[config.mk]
export PLATFORM = sky130hd
export DESIGN_NAME = time_ordered_event_queue
export DESIGN_NICKNAME = d
export VERILOG_FILES = /design/src/hw/rtl/toeq_pkg.sv /design/src/hw/rtl/toeq_cell.sv /design/src/hw/rtl/time_ordered_event_queue.sv
export SDC_FILE = /design/constraint.sdc
export NUM_CORES = 2
export LEC_CHECK = 0
export ABC_AREA = 1
export BUFFER_PORTS_ARGS = -buffer_cell sky130_fd_sc_hd__buf_2
export CAP_MARGIN = 20
export CELL_PAD_IN_SITES_DETAIL_PLACEMENT = 0
export CELL_PAD_IN_SITES_GLOBAL_PLACEMENT = 1
export CORE_ASPECT_RATIO = 1.5
export CORE_UTILIZATION = 50
export DETAILED_ROUTE_END_ITERATION = 6
export GPL_TIMING_DRIVEN = 0
export PLACE_DENSITY = 0.91
export SLEW_MARGIN = 20
export SYNTH_ARGS = -nofsm -noshare
export SYNTH_HDL_FRONTEND = slang
export SYNTH_SLANG_ARGS = --single-unit
[constraint.sdc]
create_clock -name i_clk -period 18.6 [get_ports i_clk]
set_input_delay 3.72 -clock i_clk [delete_from_list [all_inputs] [get_ports i_clk]]
set_output_delay 3.72 -clock i_clk [all_outputs]
set_load 0.01 [all_outputs]
[src/hw/rtl/toeq_pkg.sv]
// Shared types, sizes and request codes for the time-ordered event queue.
// No dependencies; every other RTL file refers to this package by scoped names.
package toeq_pkg;

    // Storage sizes
    localparam int DEPTH     = 16;
    localparam int TIME_BITS = 32;
    localparam int IDX_W     = (DEPTH > 1) ? $clog2(DEPTH) : 1;
    localparam int CNT_W     = $clog2(DEPTH + 1);

    // Fixed field widths of the words on the ports
    localparam int REQ_W     = 2;
    localparam int EVT_TIME_W = 32;
    localparam int KIND_W    = 8;
    localparam int PAY_W     = 32;
    localparam int FILL_W    = 5;

    // Request codes
    localparam logic [REQ_W-1:0] REQ_ORDERED = 2'd0;
    localparam logic [REQ_W-1:0] REQ_HEAD    = 2'd1;
    localparam logic [REQ_W-1:0] REQ_POP     = 2'd2;
    localparam logic [REQ_W-1:0] REQ_NONE    = 2'd3;

    typedef logic [IDX_W-1:0]     t_idx;
    typedef logic [CNT_W-1:0]     t_cnt;
    typedef logic [TIME_BITS-1:0] t_time;

    // Input word
    typedef struct packed {
        logic [REQ_W-1:0]      req_type;
        logic [EVT_TIME_W-1:0] event_time;
        logic [KIND_W-1:0]     event_kind;
        logic [PAY_W-1:0]      event_payload;
    } t_req_word;

    // Output word
    typedef struct packed {
        logic                  ok;
        logic [EVT_TIME_W-1:0] out_time;
        logic [KIND_W-1:0]     out_kind;
        logic [PAY_W-1:0]      out_payload;
        logic [FILL_W-1:0]     fill_level;
    } t_rsp_word;

    // One stored event
    typedef struct packed {
        t_time             ev_time;
        logic [KIND_W-1:0] ev_kind;
        logic [PAY_W-1:0]  ev_payload;
    } t_entry;

    // Per-cycle command broadcast to every cell
    typedef enum logic [1:0] {
        CELL_HOLD,
        CELL_INSERT,
        CELL_POP
    } t_cell_op;

    typedef struct packed {
        t_cell_op op;
        logic     at_head;
        t_cnt     count;
        t_entry   new_entry;
    } t_cell_ctl;

    // Narrow or widen a port time stamp to the stored width
    function automatic t_time to_slot_time(input logic [EVT_TIME_W-1:0] t);
        logic [63:0] w;
        w = 64'(t);
        return w[TIME_BITS-1:0];
    endfunction

    // Bring a stored time stamp back to the port width
    function automatic logic [EVT_TIME_W-1:0] to_port_time(input t_time t);
        logic [63:0] w;
        w = 64'(t);
        return w[EVT_TIME_W-1:0];
    endfunction

endpackage

[src/hw/rtl/toeq_cell.sv]
// One slot of the sorted event chain: holds an event and trades it with its neighbors.
// Depends on toeq_pkg for the entry, command and index types.
module toeq_cell (
    input  logic                  i_clk,
    input  toeq_pkg::t_idx        i_idx,
    input  toeq_pkg::t_cell_ctl   i_ctl,
    input  logic                  i_prev_keep,
    input  toeq_pkg::t_entry      i_prev_entry,
    input  toeq_pkg::t_entry      i_next_entry,
    output logic                  o_keep,
    output toeq_pkg::t_entry      o_entry
);

    toeq_pkg::t_entry r_entry;
    toeq_pkg::t_entry n_entry;
    logic             occupied;
    logic             not_later;

    // Decide whether this slot stays in front of the new event
    assign occupied  = toeq_pkg::t_cnt'(i_idx) < i_ctl.count;
    assign not_later = occupied && !i_ctl.at_head
                       && (r_entry.ev_time <= i_ctl.new_entry.ev_time);
    assign o_keep    = i_prev_keep && not_later;

    // Pick the next content: hold, take the new event, shift down or shift up
    always_comb begin
        n_entry = r_entry;
        case (i_ctl.op)
            toeq_pkg::CELL_INSERT: begin
                if (o_keep) begin
                    n_entry = r_entry;
                end else if (i_prev_keep) begin
                    n_entry = i_ctl.new_entry;
                end else begin
                    n_entry = i_prev_entry;
                end
            end
            toeq_pkg::CELL_POP: begin
                n_entry = i_next_entry;
            end
            default: begin
                n_entry = r_entry;
            end
        endcase
    end

    always_ff @(posedge i_clk) begin
        r_entry <= n_entry;
    end

    assign o_entry = r_entry;

endmodule

[src/hw/rtl/time_ordered_event_queue.sv]
// Top level of the time-ordered event queue: request handshake, count and result register.
// Depends on toeq_pkg and instantiates a chain of toeq_cell slots.
//
//   channel   direction  handshake              word
//   request   in         i_valid / o_stall      i_req  (toeq_pkg::t_req_word)
//   result    out        o_valid / i_stall      o_rsp  (toeq_pkg::t_rsp_word)
//
// Every request gives one result word in the next cycle.
// A new request is taken each cycle while the result register is empty or drained;
// the insert position is found by one pass of the keep chain through all slots.
// Reset clears the count and the result valid; slot contents need no clearing.
// o_stall rises only while a result is held by i_stall.
module time_ordered_event_queue (
    input  logic                  i_clk,
    input  logic                  i_rst_n,
    input  logic                  i_valid,
    output logic                  o_stall,
    input  toeq_pkg::t_req_word   i_req,
    output logic                  o_valid,
    input  logic                  i_stall,
    output toeq_pkg::t_rsp_word   o_rsp
);

    logic                 r_valid;
    logic                 n_valid;
    toeq_pkg::t_rsp_word  r_rsp;
    toeq_pkg::t_rsp_word  n_rsp;
    toeq_pkg::t_cnt       r_count;
    toeq_pkg::t_cnt       n_count;

    logic                 accept;
    logic                 is_full;
    logic                 is_empty;
    logic                 is_insert;
    logic                 is_pop;
    toeq_pkg::t_cell_ctl  ctl;

    logic             keep  [toeq_pkg::DEPTH+1];
    toeq_pkg::t_entry entry [toeq_pkg::DEPTH];

    assign o_stall = r_valid && i_stall;
    assign accept  = i_valid && !o_stall;

    assign is_full   = r_count == toeq_pkg::t_cnt'(toeq_pkg::DEPTH);
    assign is_empty  = r_count == '0;
    assign is_insert = (i_req.req_type == toeq_pkg::REQ_ORDERED
                        || i_req.req_type == toeq_pkg::REQ_HEAD) && !is_full;
    assign is_pop    = (i_req.req_type == toeq_pkg::REQ_POP) && !is_empty;

    // Build the command broadcast to the slots
    always_comb begin
        ctl.count               = r_count;
        ctl.at_head             = i_req.req_type == toeq_pkg::REQ_HEAD;
        ctl.new_entry.ev_time   = toeq_pkg::to_slot_time(i_req.event_time);
        ctl.new_entry.ev_kind   = i_req.event_kind;
        ctl.new_entry.ev_payload = i_req.event_payload;
        if (accept && is_insert) begin
            ctl.op = toeq_pkg::CELL_INSERT;
        end else if (accept && is_pop) begin
            ctl.op = toeq_pkg::CELL_POP;
        end else begin
            ctl.op = toeq_pkg::CELL_HOLD;
        end
    end

    // Chain of slots, head at index zero
    assign keep[0] = 1'b1;

    for (genvar g = 0; g < toeq_pkg::DEPTH; g++) begin : g_cell
        toeq_pkg::t_entry prev_entry;
        toeq_pkg::t_entry next_entry;

        if (g == 0) begin : g_first
            assign prev_entry = ctl.new_entry;
        end else begin : g_mid
            assign prev_entry = entry[g-1];
        end

        if (g == toeq_pkg::DEPTH - 1) begin : g_last
            assign next_entry = entry[g];
        end else begin : g_inner
            assign next_entry = entry[g+1];
        end

        toeq_cell u_cell (
            .i_clk        (i_clk),
            .i_idx        (toeq_pkg::t_idx'(g)),
            .i_ctl        (ctl),
            .i_prev_keep  (keep[g]),
            .i_prev_entry (prev_entry),
            .i_next_entry (next_entry),
            .o_keep       (keep[g+1]),
            .o_entry      (entry[g])
        );
    end

    // Form the result word and the new count
    always_comb begin
        n_count = r_count;
        n_rsp   = r_rsp;
        n_valid = r_valid && i_stall;
        if (accept) begin
            n_valid           = 1'b1;
            n_rsp.ok          = is_insert || is_pop;
            n_rsp.out_time    = '0;
            n_rsp.out_kind    = '0;
            n_rsp.out_payload = '0;
            if (is_insert) begin
                n_count = r_count + toeq_pkg::t_cnt'(1);
            end else if (is_pop) begin
                n_count           = r_count - toeq_pkg::t_cnt'(1);
                n_rsp.out_time    = toeq_pkg::to_port_time(entry[0].ev_time);
                n_rsp.out_kind    = entry[0].ev_kind;
                n_rsp.out_payload = entry[0].ev_payload;
            end
            n_rsp.fill_level = toeq_pkg::FILL_W'(n_count);
        end
    end

    // Hold control state and the result word
    always_ff @(posedge i_clk) begin
        if (!i_rst_n) begin
            r_valid <= 1'b0;
            r_count <= '0;
        end else begin
            r_valid <= n_valid;
            r_count <= n_count;
        end
        r_rsp <= n_rsp;
    end

    assign o_valid = r_valid;
    assign o_rsp   = r_rsp;

endmodule

=== After elaboration in Yosys (flattened, before gate mapping) ===
Cells that the tools add are included.

* Word-level logic and storage cells: 240
* Output and inout port bits: 80
* Input bits: 78
* Flip-flop bits (word level): 1236

* Reduce and logical (&&, ||, !) cells: 79
* $add $sub $neg: 2
* Eq/ne operators: 20
* Bitwise operators: 2
* Order comparisons: 32
* Multiplexer cells: 50

{| class="wikitable"
|+ Operators by type and width
! kind !! number
|-
| two-way mux 72 bit || 30
|-
| one-hot mux 72 bit (2 select lines) || 15
|-
| less-or-equal comparator 32 bit || 16
|-
| logical AND 1 bit || 53
|-
| < comparator 4 x 5 -> 1 bit (first input constant) || 8
|-
| AND reduction 2 bit || 16
|-
| inequality test 2 bit (second input constant) || 15
|-
| < comparator 3 x 5 -> 1 bit (first input constant) || 4
|-
| < comparator 1 x 5 -> 1 bit (first input constant) || 2
|-
| < comparator 2 x 5 -> 1 bit (first input constant) || 2
|-
| two-way mux 5 bit || 2
|-
| adder 5 x 1 -> 5 bit (second input constant) || 1
|-
| equality test 5 bit (second input constant) || 1
|-
| logical NOT 5 bit || 1
|-
| subtractor 5 x 1 -> 5 bit (second input constant) || 1
|-
| equality test 2 x 1 -> 1 bit (second input constant) || 2
|-
| equality test 2 bit (second input constant) || 2
|-
| logical NOT 1 bit || 4
|-
| two-way mux 2 bit || 2
|-
| logical NOT 2 bit || 1
|-
| logical OR 1 bit || 2
|-
| inverter 1 bit || 2
|-
| nonzero test 2 bit || 1
|-
| OR reduction 2 bit || 1
|-
| two-way mux 1 bit || 1
|}

=== Longest topological paths before layout ===
* Word-level depth: 21
* Depth in mapped cells: 27

=== Cells and area by module ===
Synthesis repeated with hierarchy kept, for this count alone.

* Cell total of the unflattened synthesis: 9234
* Area total of the unflattened synthesis: 76333.2 sq um

{| class="wikitable"
|+ By module, submodules not included
! module !! cells an instance !! sequential area each (sq um) !! times used !! area each (sq um)
|-
| toeq_cell (g_cell[0].u_cell ...) || 557 || 2162.1 || 13 || 4548.1
|-
| toeq_cell (g_cell[8].u_cell ...) || 558 || 2162.1 || 2 || 4571.9
|-
| toeq_cell (g_cell[7].u_cell) || 559 || 2162.1 || 1 || 4553.1
|-
| time_ordered_event_queue || 318 || 2462.4 || 1 || 3510.9
|}

=== Worst setup path after synthesis ===
OpenSTA, ideal clock, no wires.

* Path type: input to register
* From: input i_stall
* To: register g_cell[13].u_cell.r_entry (netlist bit g_cell[13].u_cell.o_entry[0]), enable pin
* Required time: 17.998 ns
* Setup slack: 4.769 ns
* Stages on the path: 7
* Data arrival time: 13.229 ns
* Setup time: 0.602 ns
* Cells stage by stage: nand2_1 -> inv_1 -> nor2_1 -> inv_1 -> nor2_1 -> inv_1 -> o21ai_0

* Word-level cells in the longest chain between the ends: 9
* Elaborated cells on any way between the ends: 12

{| class="wikitable"
|+ RTL lines
! what !! line !! source
|-
| from (decl) || time_ordered_event_queue.sv:20 || <nowiki>input logic i_stall,</nowiki>
|-
| logical AND 1 bit * || time_ordered_event_queue.sv:41 || <nowiki>assign o_stall = r_valid && i_stall;</nowiki>
|-
| via o_stall || time_ordered_event_queue.sv:17 || <nowiki>output logic o_stall,</nowiki>
|-
| logical NOT 1 bit * || time_ordered_event_queue.sv:42 || <nowiki>assign accept = i_valid && !o_stall;</nowiki>
|-
| logical AND 1 bit * || time_ordered_event_queue.sv:42 ||
|-
| via accept || time_ordered_event_queue.sv:31 || <nowiki>logic accept;</nowiki>
|-
| logical AND 1 bit || time_ordered_event_queue.sv:59 || <nowiki>end else if (accept && is_pop) begin</nowiki>
|-
| two-way mux 2 bit || time_ordered_event_queue.sv:59 ||
|-
| two-way mux 2 bit * || time_ordered_event_queue.sv:57 || <nowiki>if (accept && is_insert) begin</nowiki>
|-
| equality test 2 x 1 -> 1 bit / equality test 2 bit (equally long branches) || -- ||
|-
| inequality test 2 bit (no source line) / nonzero test 2 bit (equally long branches) || -- ||
|-
| AND reduction 2 bit (no source line) * || -- ||
|-
| to (signal assigned) || toeq_cell.sv:48 || <nowiki>r_entry <= n_entry;</nowiki>
|-
| to (decl) || toeq_cell.sv:14 || <nowiki>toeq_pkg::t_entry r_entry;</nowiki>
|}

Mark *: on every way through the listed nets, which the timed path passes. The rest lies on a longest branch.
A chain may end at the register's enable or synchronous reset.

=== Worst setup path after layout ===
* From: input i_req[71] (netlist bit)
* To: register g_cell[14].u_cell.r_entry (netlist bit g_cell[14].u_cell.o_entry[22]), enable pin

* Word-level cells in the longest chain between the ends: 18
* Elaborated cells on any way between the ends: 46

{| class="wikitable"
|+ RTL lines
! what !! line !! source
|-
| from (decl) || time_ordered_event_queue.sv:18 || <nowiki>input toeq_pkg::t_req_word i_req,</nowiki>
|-
| less-or-equal comparator 32 bit || toeq_cell.sv:22 || <nowiki>&& (r_entry.ev_time <= i_ctl.new_entry.ev_time);</nowiki>
|-
| logical AND 1 bit || toeq_cell.sv:22 ||
|-
| logical AND 1 bit (13 in series) || toeq_cell.sv:23 || <nowiki>assign o_keep = i_prev_keep && not_later;</nowiki>
|-
| logical AND 1 bit * || toeq_cell.sv:23 ||
|-
| inequality test 2 bit (no source line) * || -- ||
|-
| AND reduction 2 bit (no source line) * || -- ||
|-
| to (signal assigned) || toeq_cell.sv:48 ||
|-
| to (decl) || toeq_cell.sv:14 ||
|}

Every way passes the cells marked *; elsewhere a longest branch is shown, timed or not.

==> results.ini <==
[routing]
dr_wl_met2_mm=135
postRouteAntennaNets=0
drt_wl_total_mm=290
wire_per_inst_um=30.3
drtIter0Drc=7778
wl_met1_mm=95.6
vias=63100
maxUsedRoutingLayer=met5
wl_met3_mm=26.3
vias_per_cell=6.60
first_pass_iters=7
route.detailed.drc=0

[power_and_ir_drop]
power.switching_uw=2290
power_frac_comb=0.180
p_leak_uw=0.0298
power_frac_clock=0.341
power.density_nw_per_um2=94.8
irDropWorstVdd_mv=0.0811
seq_power_share=0.479
power.share.switching=0.305
power.internal_uw=5230

[layout]
final_design_area_no_fill_sq_um=79300
area_growth_pct=13.0
fin_nets=8165
final_core_util=0.568
drive_gt1_frac=0.0657

[floorplan]
core_region_area_sq_um=140000
die_h_um=461
die_w_um=308
num_rows=168
start_util=0.503
ios=158
dieArea_sq_um=142000

[worst_setup_path]
crit_type=input pin to flop
crit_required_ps=19130
rrSetupSlack_ps=11540
end_kind=flop
cp.arrival_ps=10870
cp_max_fo=37
setup.worst_path.start_class=input pin

[timing]
worst_clock_skew_ps=35.3
finalCritPeriodShare=0.556
rsz0062_at_grt=false
whs_ps=502
final-hold-violation-count=0
slew_viol_final=0
post-route-worst-setup-slack_ps=8250
fin_crit_ps=10350
tightestPinTransition_ps=1230
setup_viol=0
relSlewSlack=0.177
fmaxAchievable_mhz=96.6

[placement]
hpwl_mm=224
portBuffers=157
place_ws_ps=7890
placedInstanceArea_sq_um=75300
place_congestion=1.01

[global_routing]
grt.total_usage=0.405
antenna_found_initial=15
overflow=0
grt_pass1_wl_mm=415
grt_start_max_net_pins=41
grt_pass1_vias=62900

[synthesis]
ys_types=48
synth-warning-count=0
syn_nets=7815
synthesis.area_sq_um=70200
synth.avg_cell_area_sq_um=9.72
synth-seq-cells=1236
syn_inst=7222
ys_seq_area_frac=0.528
synth_ff_type=edfxtp_1
synth_edf_count=1230
async_flop_share=0

[clocking]
cts_resized=0
clk_pin_slew_ps=60
cts.path.max_buffers=3
cts.sinks=1236
tritoncts=done
cts_buffers=120
hold_buffers=0
post_cts_buffers=0
clk_latency_ps=830
cts-htree-levels=3
cts_root_buf=clkbuf_16

[outcome]
status=finished clean

[min_path]
min_path_type=flop to flop

[run]
max_cap_violations=0

-- Yosys cell counts (13+ instances only) --
master / instances / area (sq um)
a211oi_1: 15 / 113
a21oi_1: 263 / 1320
buf_1: 38 / 143
buf_2: 24 / 120
clkbuf_1: 502 / 1880
edfxtp_1: 1230 / 36900
ha_1: 515 / 6440
inv_1: 282 / 1060
nand2_1: 1709 / 6410
nand3_1: 1035 / 5180
nand4_1: 117 / 732
nor2_1: 180 / 676
nor3_1: 15 / 75.1
nor4_1: 13 / 81.3
o211ai_1: 845 / 6340
o21a_1: 17 / 128
o21ai_0: 247 / 1240
o21ai_1: 72 / 360
o221ai_1: 27 / 236
-- critical path: stages --
cell,delay (ps)
buf_2,160
inv_1,760
ha_1,310
nand4_1,150
nor4_2,660
inv_1,90
nor4_1,860
nand3_1,650
a21oi_1,430
inv_1,120
nor2_4,240
nand3_4,340
nor2_4,310
nand3_4,470
clkbuf_1,450
nand2_1,280
nand2_4,390
buf_16,370
-- state kept, by name, summed over array words and instances, names as in the netlist --
| signal | cells |
|---|---|
| o_rsp | 78 |
| g_cell.u_cell.o_entry | 1152 |
| o_valid | 1 |
| r_count | 5 |
-- metal layers --
metal	vias to the layer above	track usage
li1	27400	-
met1	30500	0.435
met2	4044	0.662
met3	1167	0.0818
met4	6	0.387
met5	-	0
-- path summary, 6_finish.rpt --
check | cells after the start | endpoint | startpoint
worst min register to register | 2 | o_valid$_SDFF_PN0_ | o_valid$_SDFF_PN0_
worst max register to register | 16 | g_cell[14].u_cell.o_entry[22]$_DFFE_PP_ | g_cell[9].u_cell.o_entry[71]$_DFFE_PP_
worst max-delay path | 18 | g_cell[14].u_cell.o_entry[22]$_DFFE_PP_ | i_req[71]
worst min-delay path | 2 | o_valid$_SDFF_PN0_ | o_valid$_SDFF_PN0_
-- power by group through the flow --
stage / registers, uW / logic [uW] / clock network [uW]
2_1_floorplan: 3620 / 771 / 0
3_3_place_gp: 3710 / 1190 / 0
4_1_cts: 3590 / 1320 / 2550
6_report: 3600 / 1360 / 2560
5_1_grt: 3620 / 1460 / 2640
3_5_place_dp: 3650 / 1310 / 0
-- cell families after synthesis --
logic type	count (synthesis)	synth area share
AND/OR/NAND/NOR	3093	0.191
AO/OA/AOI/OAI	1521	0.143
flip-flops	1236	0.528
buffers and inverters	854	0.0461
adder cells (fa/ha/maj)	515	0.0918
XOR/XNOR	3	0.000374
-- area by class of cell --
type,instances,area [sq um]
diodes,19,47.5
plain buffers,564,2180
clock buffers,145,3150
clock inverters,82,774
fillers,12600,60300
inverters,290,1090
multi-input cells,5132,30100
flip-flops and latches,1236,37100
well taps,1870,2340
repair buffers,228,2560
-- placed cells by master, fill, tap and decap left out, types with 5 or more instances in the layout --
cell,instances
nand2_1,1700
edfxtp_1,1230
nand3_1,1035
o211ai_1,845
ha_1,515
clkbuf_1,497
inv_1,282
a21oi_1,262
o21ai_0,238
buf_2,181
nor2_1,178
clkbuf_16,121
nand4_1,117
o21ai_1,72
buf_16,54
buf_1,38
clkinv_1,32
o221ai_1,27
clkbuf_2,26
clkinv_2,26
diode_2,19
o21a_1,17
nor3_1,15
a211oi_1,15
bufinv_16,11
buf_12,11
nor4_1,9
o21ai_4,9
inv_2,7
o21bai_1,7
nor4_2,7
nand2_4,7
dfxtp_1,6
nor2_4,5
a221oi_1,5
-- stage by stage --
stage	instances	power, uW	setup TNS, ps
after floorplan	7222	4390	0
after global routing	9549	7720	0
final	9566	7520	0
after detailed placement	9319	4960	0
after global placement	9249	4900	-2269730
after CTS	9546	7460	0
(Power assumes the default switching activity.)
